## src/rtl/roiefp_pkg.sv

```systemverilog
// Shared types and constants of the ROI event frame parser.
package roiefp_pkg;

  localparam logic [15:0] SYNC_WORD     = 16'hFFFF;
  localparam logic [15:0] ROLL_HIGH_MIN = 16'd65513;
  localparam logic [15:0] ROLL_LOW_MAX  = 16'd20;
  localparam logic [16:0] OVER_SAT      = 17'h1FFFF;

  localparam logic [1:0] KIND_PIXEL   = 2'd0;
  localparam logic [1:0] KIND_SUMMARY = 2'd1;
  localparam logic [1:0] KIND_BOUNDS  = 2'd2;
  localparam logic [1:0] KIND_EMPTY   = 2'd3;

  typedef enum logic [10:0] {
    PH_HUNT   = 11'b000_0000_0001,
    PH_COLMIN = 11'b000_0000_0010,
    PH_COLMAX = 11'b000_0000_0100,
    PH_ROWMIN = 11'b000_0000_1000,
    PH_ROWMAX = 11'b000_0001_0000,
    PH_BUFID  = 11'b000_0010_0000,
    PH_TLOW   = 11'b000_0100_0000,
    PH_THIGH  = 11'b000_1000_0000,
    PH_RUN1   = 11'b001_0000_0000,
    PH_RUN2   = 11'b010_0000_0000,
    PH_PIX    = 11'b100_0000_0000
  } phase_t;

  typedef struct packed {
    logic [1:0]  kind;
    logic [8:0]  row;
    logic [8:0]  col;
    logic [16:0] index;
    logic [15:0] value;
    logic        over;
    logic [15:0] buffer_id;
    logic [47:0] tick;
    logic [31:0] run_seconds;
    logic [16:0] over_count;
    logic        last;
  } result_t;

endpackage

```

## src/rtl/roi_event_frame_parser_unit.sv

```systemverilog
// ROI event frame parser: sync hunt, header decode, pixel sweep and result queue.

// Takes one 16-bit stream word per cycle. Each accepted word is decoded in the
// cycle it arrives and its results (none, one, or two on the last pixel of an
// in-bounds region: the pixel and the event summary) go into a four-entry
// result queue that feeds the output port, one request per cycle. in_ready is
// low while the queue holds three or more results, so the input sustains one
// word per cycle as long as the output is taken at that rate; only the last
// pixel's pixel-plus-summary pair puts two results in the queue. Region index
// and time tick are built from adders and shifts; no multiplier sits in any path.
module roi_event_frame_parser_unit #(
  parameter int COLS = 300,
  parameter int ROWS = 352
) (
  input  logic        clk,
  input  logic        rst,
  input  logic        cfg_write,
  input  logic [15:0] cfg_data,
  input  logic        in_valid,
  output logic        in_ready,
  input  logic [15:0] stream_word,
  output logic        out_valid,
  input  logic        out_ready,
  output logic [1:0]  result_kind,
  output logic [8:0]  pixel_row,
  output logic [8:0]  pixel_col,
  output logic [16:0] region_index,
  output logic [15:0] pixel_value,
  output logic        over_threshold,
  output logic [15:0] buffer_id,
  output logic [47:0] time_tick,
  output logic [31:0] run_seconds,
  output logic [16:0] over_count,
  output logic        last_of_event
);

  localparam logic [15:0] COL_LAST = 16'(COLS - 1);
  localparam logic [15:0] ROW_LAST = 16'(ROWS - 1);

  logic [15:0] pixel_threshold;

  roiefp_pkg::phase_t phase, phase_next;
  logic [15:0] col_min, col_max, row_min, row_max;
  logic [15:0] col_min_next, col_max_next, row_min_next, row_max_next;
  logic [15:0] cur_row, cur_col, cur_row_next, cur_col_next;
  logic [16:0] row_off, row_off_next;
  logic [16:0] col_term, col_term_next;
  logic [16:0] width, width_next;
  logic        bad_region, bad_region_next;
  logic [15:0] event_buffer_id, event_buffer_id_next;
  logic [15:0] time_low_word, time_low_word_next;
  logic [15:0] prev_time_high, prev_time_high_next;
  logic        have_prev_time, have_prev_time_next;
  logic [15:0] rollover_count, rollover_count_next;
  logic [47:0] tick, tick_next;
  logic [31:0] run_words, run_words_next;
  logic [16:0] over_counter, over_counter_next;

  roiefp_pkg::result_t res0, res1;
  logic [1:0] push_count;

  roiefp_pkg::result_t queue [4];
  logic [1:0] head, tail;
  logic [2:0] count;
  logic       accept, pop;

  assign accept = in_valid && in_ready;
  assign pop    = out_valid && out_ready;

  always_comb begin
    logic [31:0] high_scaled;
    logic        over;
    logic        last;
    phase_next           = phase;
    col_min_next         = col_min;
    col_max_next         = col_max;
    row_min_next         = row_min;
    row_max_next         = row_max;
    cur_row_next         = cur_row;
    cur_col_next         = cur_col;
    row_off_next         = row_off;
    col_term_next        = col_term;
    width_next           = width;
    bad_region_next      = bad_region;
    event_buffer_id_next = event_buffer_id;
    time_low_word_next   = time_low_word;
    prev_time_high_next  = prev_time_high;
    have_prev_time_next  = have_prev_time;
    rollover_count_next  = rollover_count;
    tick_next            = tick;
    run_words_next       = run_words;
    over_counter_next    = over_counter;
    res0                 = '0;
    res1                 = '0;
    push_count           = 2'd0;
    // h * 65534 = h * 65536 - h * 2
    high_scaled = {stream_word, 16'd0} - {15'd0, stream_word, 1'b0};
    over = stream_word > pixel_threshold;
    last = 1'b0;

    case (phase)
      roiefp_pkg::PH_COLMIN: begin
        col_min_next = stream_word;
        phase_next   = roiefp_pkg::PH_COLMAX;
      end
      roiefp_pkg::PH_COLMAX: begin
        col_max_next = stream_word;
        phase_next   = roiefp_pkg::PH_ROWMIN;
      end
      roiefp_pkg::PH_ROWMIN: begin
        row_min_next = stream_word;
        phase_next   = roiefp_pkg::PH_ROWMAX;
      end
      roiefp_pkg::PH_ROWMAX: begin
        row_max_next = stream_word;
        width_next   = 17'(col_max - col_min) + 17'd1;
        if (col_min > col_max || row_min > stream_word) begin
          res0.kind  = roiefp_pkg::KIND_EMPTY;
          res0.last  = 1'b1;
          push_count = 2'd1;
          phase_next = roiefp_pkg::PH_HUNT;
        end else begin
          bad_region_next = (col_max > COL_LAST) || (stream_word > ROW_LAST);
          phase_next      = roiefp_pkg::PH_BUFID;
        end
      end
      roiefp_pkg::PH_BUFID: begin
        event_buffer_id_next = stream_word;
        phase_next           = roiefp_pkg::PH_TLOW;
      end
      roiefp_pkg::PH_TLOW: begin
        time_low_word_next = stream_word;
        phase_next         = roiefp_pkg::PH_THIGH;
      end
      roiefp_pkg::PH_THIGH: begin
        if (have_prev_time && prev_time_high > roiefp_pkg::ROLL_HIGH_MIN &&
            stream_word < roiefp_pkg::ROLL_LOW_MAX) begin
          rollover_count_next = rollover_count + 16'd1;
        end
        // low + high * 65534 always fits in 32 bits
        tick_next           = {rollover_count_next,
                               high_scaled + {16'd0, time_low_word}};
        prev_time_high_next = stream_word;
        have_prev_time_next = 1'b1;
        phase_next          = roiefp_pkg::PH_RUN1;
      end
      roiefp_pkg::PH_RUN1: begin
        run_words_next = {stream_word, 16'd0};
        phase_next     = roiefp_pkg::PH_RUN2;
      end
      roiefp_pkg::PH_RUN2: begin
        run_words_next    = {run_words[31:16], stream_word};
        cur_row_next      = row_min;
        cur_col_next      = col_min;
        row_off_next      = '0;
        col_term_next     = '0;
        over_counter_next = '0;
        phase_next        = roiefp_pkg::PH_PIX;
      end
      roiefp_pkg::PH_PIX: begin
        if (!bad_region) begin
          res0.kind      = roiefp_pkg::KIND_PIXEL;
          res0.row       = cur_row[8:0];
          res0.col       = cur_col[8:0];
          res0.index     = row_off + col_term;
          res0.value     = stream_word;
          res0.over      = over;
          res0.buffer_id = event_buffer_id;
          push_count     = 2'd1;
          if (over && over_counter != roiefp_pkg::OVER_SAT) begin
            over_counter_next = over_counter + 17'd1;
          end
        end
        // advance the sweep: column inner, row outer
        if (cur_col == col_max) begin
          cur_col_next  = col_min;
          col_term_next = '0;
          if (cur_row == row_max) begin
            last = 1'b1;
          end else begin
            cur_row_next = cur_row + 16'd1;
            row_off_next = row_off + 17'd1;
          end
        end else begin
          cur_col_next  = cur_col + 16'd1;
          col_term_next = col_term + width;
        end
        if (last) begin
          roiefp_pkg::result_t trailer;
          trailer             = '0;
          trailer.kind        = bad_region ? roiefp_pkg::KIND_BOUNDS
                                           : roiefp_pkg::KIND_SUMMARY;
          trailer.buffer_id   = event_buffer_id;
          trailer.tick        = tick;
          trailer.run_seconds = run_words;
          trailer.over_count  = bad_region ? 17'd0 : over_counter_next;
          trailer.last        = 1'b1;
          if (bad_region) begin
            res0       = trailer;
            push_count = 2'd1;
          end else begin
            res1       = trailer;
            push_count = 2'd2;
          end
          phase_next = roiefp_pkg::PH_HUNT;
        end
      end
      default: begin
        phase_next = (stream_word == roiefp_pkg::SYNC_WORD) ? roiefp_pkg::PH_COLMIN
                                                            : roiefp_pkg::PH_HUNT;
      end
    endcase
  end

  always_ff @(posedge clk) begin
    if (rst) begin
      pixel_threshold <= '0;
    end else if (cfg_write) begin
      pixel_threshold <= cfg_data;
    end
  end

  always_ff @(posedge clk) begin
    if (rst) begin
      phase           <= roiefp_pkg::PH_HUNT;
      col_min         <= '0;
      col_max         <= '0;
      row_min         <= '0;
      row_max         <= '0;
      cur_row         <= '0;
      cur_col         <= '0;
      row_off         <= '0;
      col_term        <= '0;
      width           <= '0;
      bad_region      <= 1'b0;
      event_buffer_id <= '0;
      time_low_word   <= '0;
      prev_time_high  <= '0;
      have_prev_time  <= 1'b0;
      rollover_count  <= '0;
      tick            <= '0;
      run_words       <= '0;
      over_counter    <= '0;
    end else if (accept) begin
      phase           <= phase_next;
      col_min         <= col_min_next;
      col_max         <= col_max_next;
      row_min         <= row_min_next;
      row_max         <= row_max_next;
      cur_row         <= cur_row_next;
      cur_col         <= cur_col_next;
      row_off         <= row_off_next;
      col_term        <= col_term_next;
      width           <= width_next;
      bad_region      <= bad_region_next;
      event_buffer_id <= event_buffer_id_next;
      time_low_word   <= time_low_word_next;
      prev_time_high  <= prev_time_high_next;
      have_prev_time  <= have_prev_time_next;
      rollover_count  <= rollover_count_next;
      tick            <= tick_next;
      run_words       <= run_words_next;
      over_counter    <= over_counter_next;
    end
  end

  // result queue: up to two writes and one read per cycle
  always_ff @(posedge clk) begin
    if (accept && push_count != 2'd0) begin
      queue[tail] <= res0;
    end
    if (accept && push_count == 2'd2) begin
      queue[tail + 2'd1] <= res1;
    end
  end

  always_ff @(posedge clk) begin
    if (rst) begin
      head  <= '0;
      tail  <= '0;
      count <= '0;
    end else begin
      if (accept) begin
        tail <= tail + push_count;
      end
      if (pop) begin
        head <= head + 2'd1;
      end
      count <= count + (accept ? {1'b0, push_count} : 3'd0) - {2'd0, pop};
    end
  end

  // hold input while fewer than two queue slots are free
  assign in_ready  = count < 3'd3;
  assign out_valid = count != 3'd0;

  assign result_kind    = queue[head].kind;
  assign pixel_row      = queue[head].row;
  assign pixel_col      = queue[head].col;
  assign region_index   = queue[head].index;
  assign pixel_value    = queue[head].value;
  assign over_threshold = queue[head].over;
  assign buffer_id      = queue[head].buffer_id;
  assign time_tick      = queue[head].tick;
  assign run_seconds    = queue[head].run_seconds;
  assign over_count     = queue[head].over_count;
  assign last_of_event  = queue[head].last;

endmodule

```

## config.mk

```make
export PLATFORM = sky130hd
export DESIGN_NAME = roi_event_frame_parser_unit
export DESIGN_NICKNAME = d
export VERILOG_FILES = /design/src/rtl/roiefp_pkg.sv /design/src/rtl/roi_event_frame_parser_unit.sv
export SDC_FILE = /design/constraint.sdc
export NUM_CORES = 2
export LEC_CHECK = 0
export ABC_AREA = 1
export BUFFER_PORTS_ARGS = -buffer_cell sky130_fd_sc_hd__buf_2
export CAP_MARGIN = 25
export CORE_MARGIN = 1
export CORE_UTILIZATION = 45
export CTS_BUF_LIST = sky130_fd_sc_hd__clkbuf_4 sky130_fd_sc_hd__clkbuf_8
export CTS_CLUSTER_DIAMETER = 100
export DETAILED_ROUTE_END_ITERATION = 10
export HOLD_SLACK_MARGIN = 0.1
export PLACE_DENSITY_LB_ADDON = 0.2
export SLEW_MARGIN = 30
export SYNTH_ARGS = -nofsm -noshare
export SYNTH_HDL_FRONTEND = slang
export SYNTH_SLANG_ARGS = --single-unit
```

## constraint.sdc

```tcl
create_clock -name clk -period 7.3 [get_ports clk]
set_input_delay 0.73 -clock clk [delete_from_list [all_inputs] [get_ports clk]]
set_output_delay 0.73 -clock clk [all_outputs]
set_load 0.01 [all_outputs]
```

==> results.txt <==
----------------------------------------------------
[Yosys]
  Gate count of the mapped netlist ... 6556
  Synth unique cells ... 53
  Count of flip-flops with a built-in enable after synthesis ... 464
  Top cells by area in the synthesized netlist ... edfxtp_1 (27%), dfxtp_1 (21%), nand3_1 (9.5%), o21ai_0 (9.0%), nor2_1 (6.1%)
  Top cell type's share of synthesized area ... 26.9%
  Combined area of all synthesized cells ... 51800 um^2
  Seq cells post-synth ... 1002
  Most instantiated library cell after synthesis ... nand3_1
  Dominant synthesized flop cell ... dfxtp_1
  Syn Area/Cell ... 7.90 um^2
  Cell type contributing the most total cell area after synthesis ... edfxtp_1
  Count of warnings emitted by yosys ... 0
  Async set-reset flop share out of synthesis ... 0%
  Number of nets produced by synthesis ... 6735
  Leading post-synthesis cells by instance count ... nand3_1 (982), o21ai_0 (935), nor2_1 (846), nand2_1 (840), dfxtp_1 (538)
  Sequential fraction of the synthesis area ... 47.7%

[STA]
  Final-report setup violation count ... 0
  Shortest period the worst path allows ... 4.93 ns
  Final worst setup slack ... 2.37 ns
  Number of max-slew violations in the final report ... 0
  Highest achievable clock rate ... 203 MHz
  Number of hold violations in the final report ... 0
  Final setup TNS ... 0 ns
  Clock Skew ... 0.0486 ns
  Remaining max-slew budget at the tightest pin ... 16.2%
  Share of the cycle needed by the critical path after routing ... 67.5%
  Pin slew with the least headroom to its limit ... 1.26 ns
  Setup repair after global routing missed its margin ... false

[Cells and area]
  Final net count ... 6686
  Share of cells above drive strength 1 ... 9.87%
  Area added between synthesis and finish ... 10.6%
  Post-layout utilization of the core ... 50.2%

[Hold path]
  Number of instances on the worst hold path ... 3
  Min-delay src ... cfg_data[9]
  Sink of the worst hold path ... pixel_threshold[9]
  Class of the tightest hold or removal check ... in2reg

[Placed design]
  Gpl congestion ... 0.909
  Worst slack after detailed placement ... 1.91 ns
  Count of buffers inserted at the top-level ports ... 206
  Estimated wirelength of the detail-placed design ... 100 mm

[Worst setup path]
  R2R depth ... 14
  WS Path Type ... reg2reg
  Required time at the worst-slack endpoint ... 7.79 ns
  Endpoint class of the critical path ... register
  CP peak stage delay ... 0.88 ns
  Maximum fanout along the worst path ... 63
  R2r startpoint ... col_max[1]
  Master of the slowest instance on the critical path ... nand2_4
  Endpoint arrival time on the critical path ... 5.42 ns
  Cells traversed along the worst timing path ... xor2_1 -> nor2_1 -> nand4_1 -> nor2_1 -> nand2_1 -> buf_4 -> inv_2 -> ha_1 -> nand2_2 -> nand2_4 -> inv_2 -> nand3_4 -> nand2_4 -> buf_12
  Sort of element at the start of the critical path ... register
  Capture instance of the worst register-to-register path ... queue[1][70]
  Worst reg-to-reg setup slack ... 2.37 ns

[Clocking]
  Maximum buffer depth of the clock tree ... 3
  Clock Sink Count ... 1002
  Clock tree from TritonCTS ... built
  Cell at the root of the clock tree ... clkbuf_8
  Latest clock arrival within the worst-skew pair ... 0.89 ns
  Htree depth ... 4
  Post-CTS Setup Bufs ... 0
  Clock transition time at the flip-flop clock pins of the worst setup and hold paths ... 0.06 ns
  CTS buffer count ... 176

[Power]
  Cell Pwr Density ... 248 nW/um^2
  Worst vdd ir ... 0.252 mV
  Leakage power ... 21.3 nW

[GRT]
  Total global-route track usage ... 28.9%
  Largest net degree at the start of global routing ... 199
  Overflow after GRT ... 0
  Antenna violations before repair ... 3
  Global-route wire length before repair ... 264 mm
  Number of global-route vias before repair ... 45000

[Routing]
  Number of DRC markers after the initial detailed-route iteration ... 4884
  Final ANT Viol Nets ... 0
  Vias post-DR ... 48300
  Via/cell ratio ... 5.91
  Routed len/inst ... 21.2 um
  Number of remaining DRC errors ... 0
  Post-detailed-routing wire length ... 173 mm
  Number of iterations in the first detailed-routing pass ... 6

[Run status]
  Status ... finished, final reports clean

[Floorplan]
  I/O pin total ... 207
  Initial Util ... 45.4%
  Standard-cell row count ... 124
  Core region area ... 114000 um^2
  Width of the die ... 341 um
  Die ar. ... 116000 um^2
  Die outline height ... 341 um

[Job]
  Max-cap check violation count ... 0

----------------------------------------------------
-- kinds of logic (layout without fill, tap and decap cells) --
family,after synthesis,after routing,synth area share (%)
AOI/OAI and AO/OA,1585,1585,16.1
buffers and inverters,842,943,6.68
and+or+nand+nor,2883,2883,24.4
DFF,1002,1002,47.7
adders and majority gates,142,142,3.49
other,0,4,0
xor gates and xnor gates,102,102,1.72
-- metrics by stage --
step / hold WS (ns) / instances / total power [mW] / cell area [um^2]
floorplan: 0.433 / 6556 / 7.61 / 51800
global placement: 0.450 / 7832 / 8.69 / 53300
detailed placement: 0.454 / 7832 / 8.71 / 53300
CTS: 0.101 / 8168 / 14.2 / 57200
global route: 0.161 / 8170 / 14.7 / 57300
finish: 0.166 / 8173 / 14.2 / 57300
-- worst max path at each step --
stage / start / to / cells past startpoint
after CTS: col_max[12] / queue[1][71] / 14
after global placement: stream_word[1] / queue[1][80] / 19
after detailed placement: stream_word[1] / queue[1][80] / 19
final: col_max[1] / queue[1][70] / 14
after global routing: cur_row[0] / queue[1][70] / 15
after floorplan: stream_word[5] / queue[0][0] / 20
-- registers in the layout, indices dropped and copies added, names as in the netlist, 16 cells and up, named ones only --
| name | cells |
|---|---|
| pixel_threshold | 16 |
| prev_time_high | 16 |
| width | 17 |
| row_off | 17 |
| run_words | 32 |
| col_max | 16 |
| col_term | 17 |
| queue | 672 |
| event_buffer_id | 16 |
| col_min | 16 |
| time_low_word | 16 |
| cur_row | 16 |
| cur_col | 16 |
| over_counter | 17 |
| rollover_count | 16 |
| row_max | 16 |
| row_min | 16 |
| tick | 32 |
-- layout make-up --
class                   instances  area, um^2
clock inverters                48         364
multi-input cells            4712       23800
flip-flops and latches       1002       24700
fillers                     11300       56900
well taps                    1512        1890
diodes                          4        10.0
clock buffers                 280        3430
repair buffers                283        1820
inverters                     332        1280
-- power by group --
part / internal [mW] / total [mW] / switching (mW)
Sequential: 5.88 / 5.91 / 0.0303
Clock: 3.13 / 5.57 / 2.44
Combinational: 0.721 / 2.71 / 1.99
-- layer usage --
metal / track usage [%] / part of all wire (%)
met3: 4.46 / 8.2
met4: 12.8 / 4.0
met2: 46.1 / 46
met5: 0 / 0.016
met1: 38.7 / 42
-- cells in the final DEF, fill, tap and decap left out, drive strengths merged, types with 60 or more instances in the layout --
cell	count
a21oi	372
buf	275
clkbuf	280
dfxtp	538
edfxtp	464
ha	138
inv	332
nand2	850
nand3	986
nand4	94
nor2	853
nor3	60
o21ai	976
o22ai	175
xor2	82
-- worst max-delay path, delay by kind of cell (launching register included) --
kind | cells | cell delay [ns]
and+or+nand+nor | 8 | 2.65
adders and majority gates | 1 | 0.24
xor gates and xnor gates | 1 | 0.18
buffers and inverters | 4 | 0.96
DFF | 1 | 0.37
-- what timing repair did --
action,4_1_cts,5_1_grt
hold buffers,8,0
endpoints found under the hold margin,7,0
resized for setup,0,0
setup endpoints to repair,0,0
(Power assumes the default switching activity.)
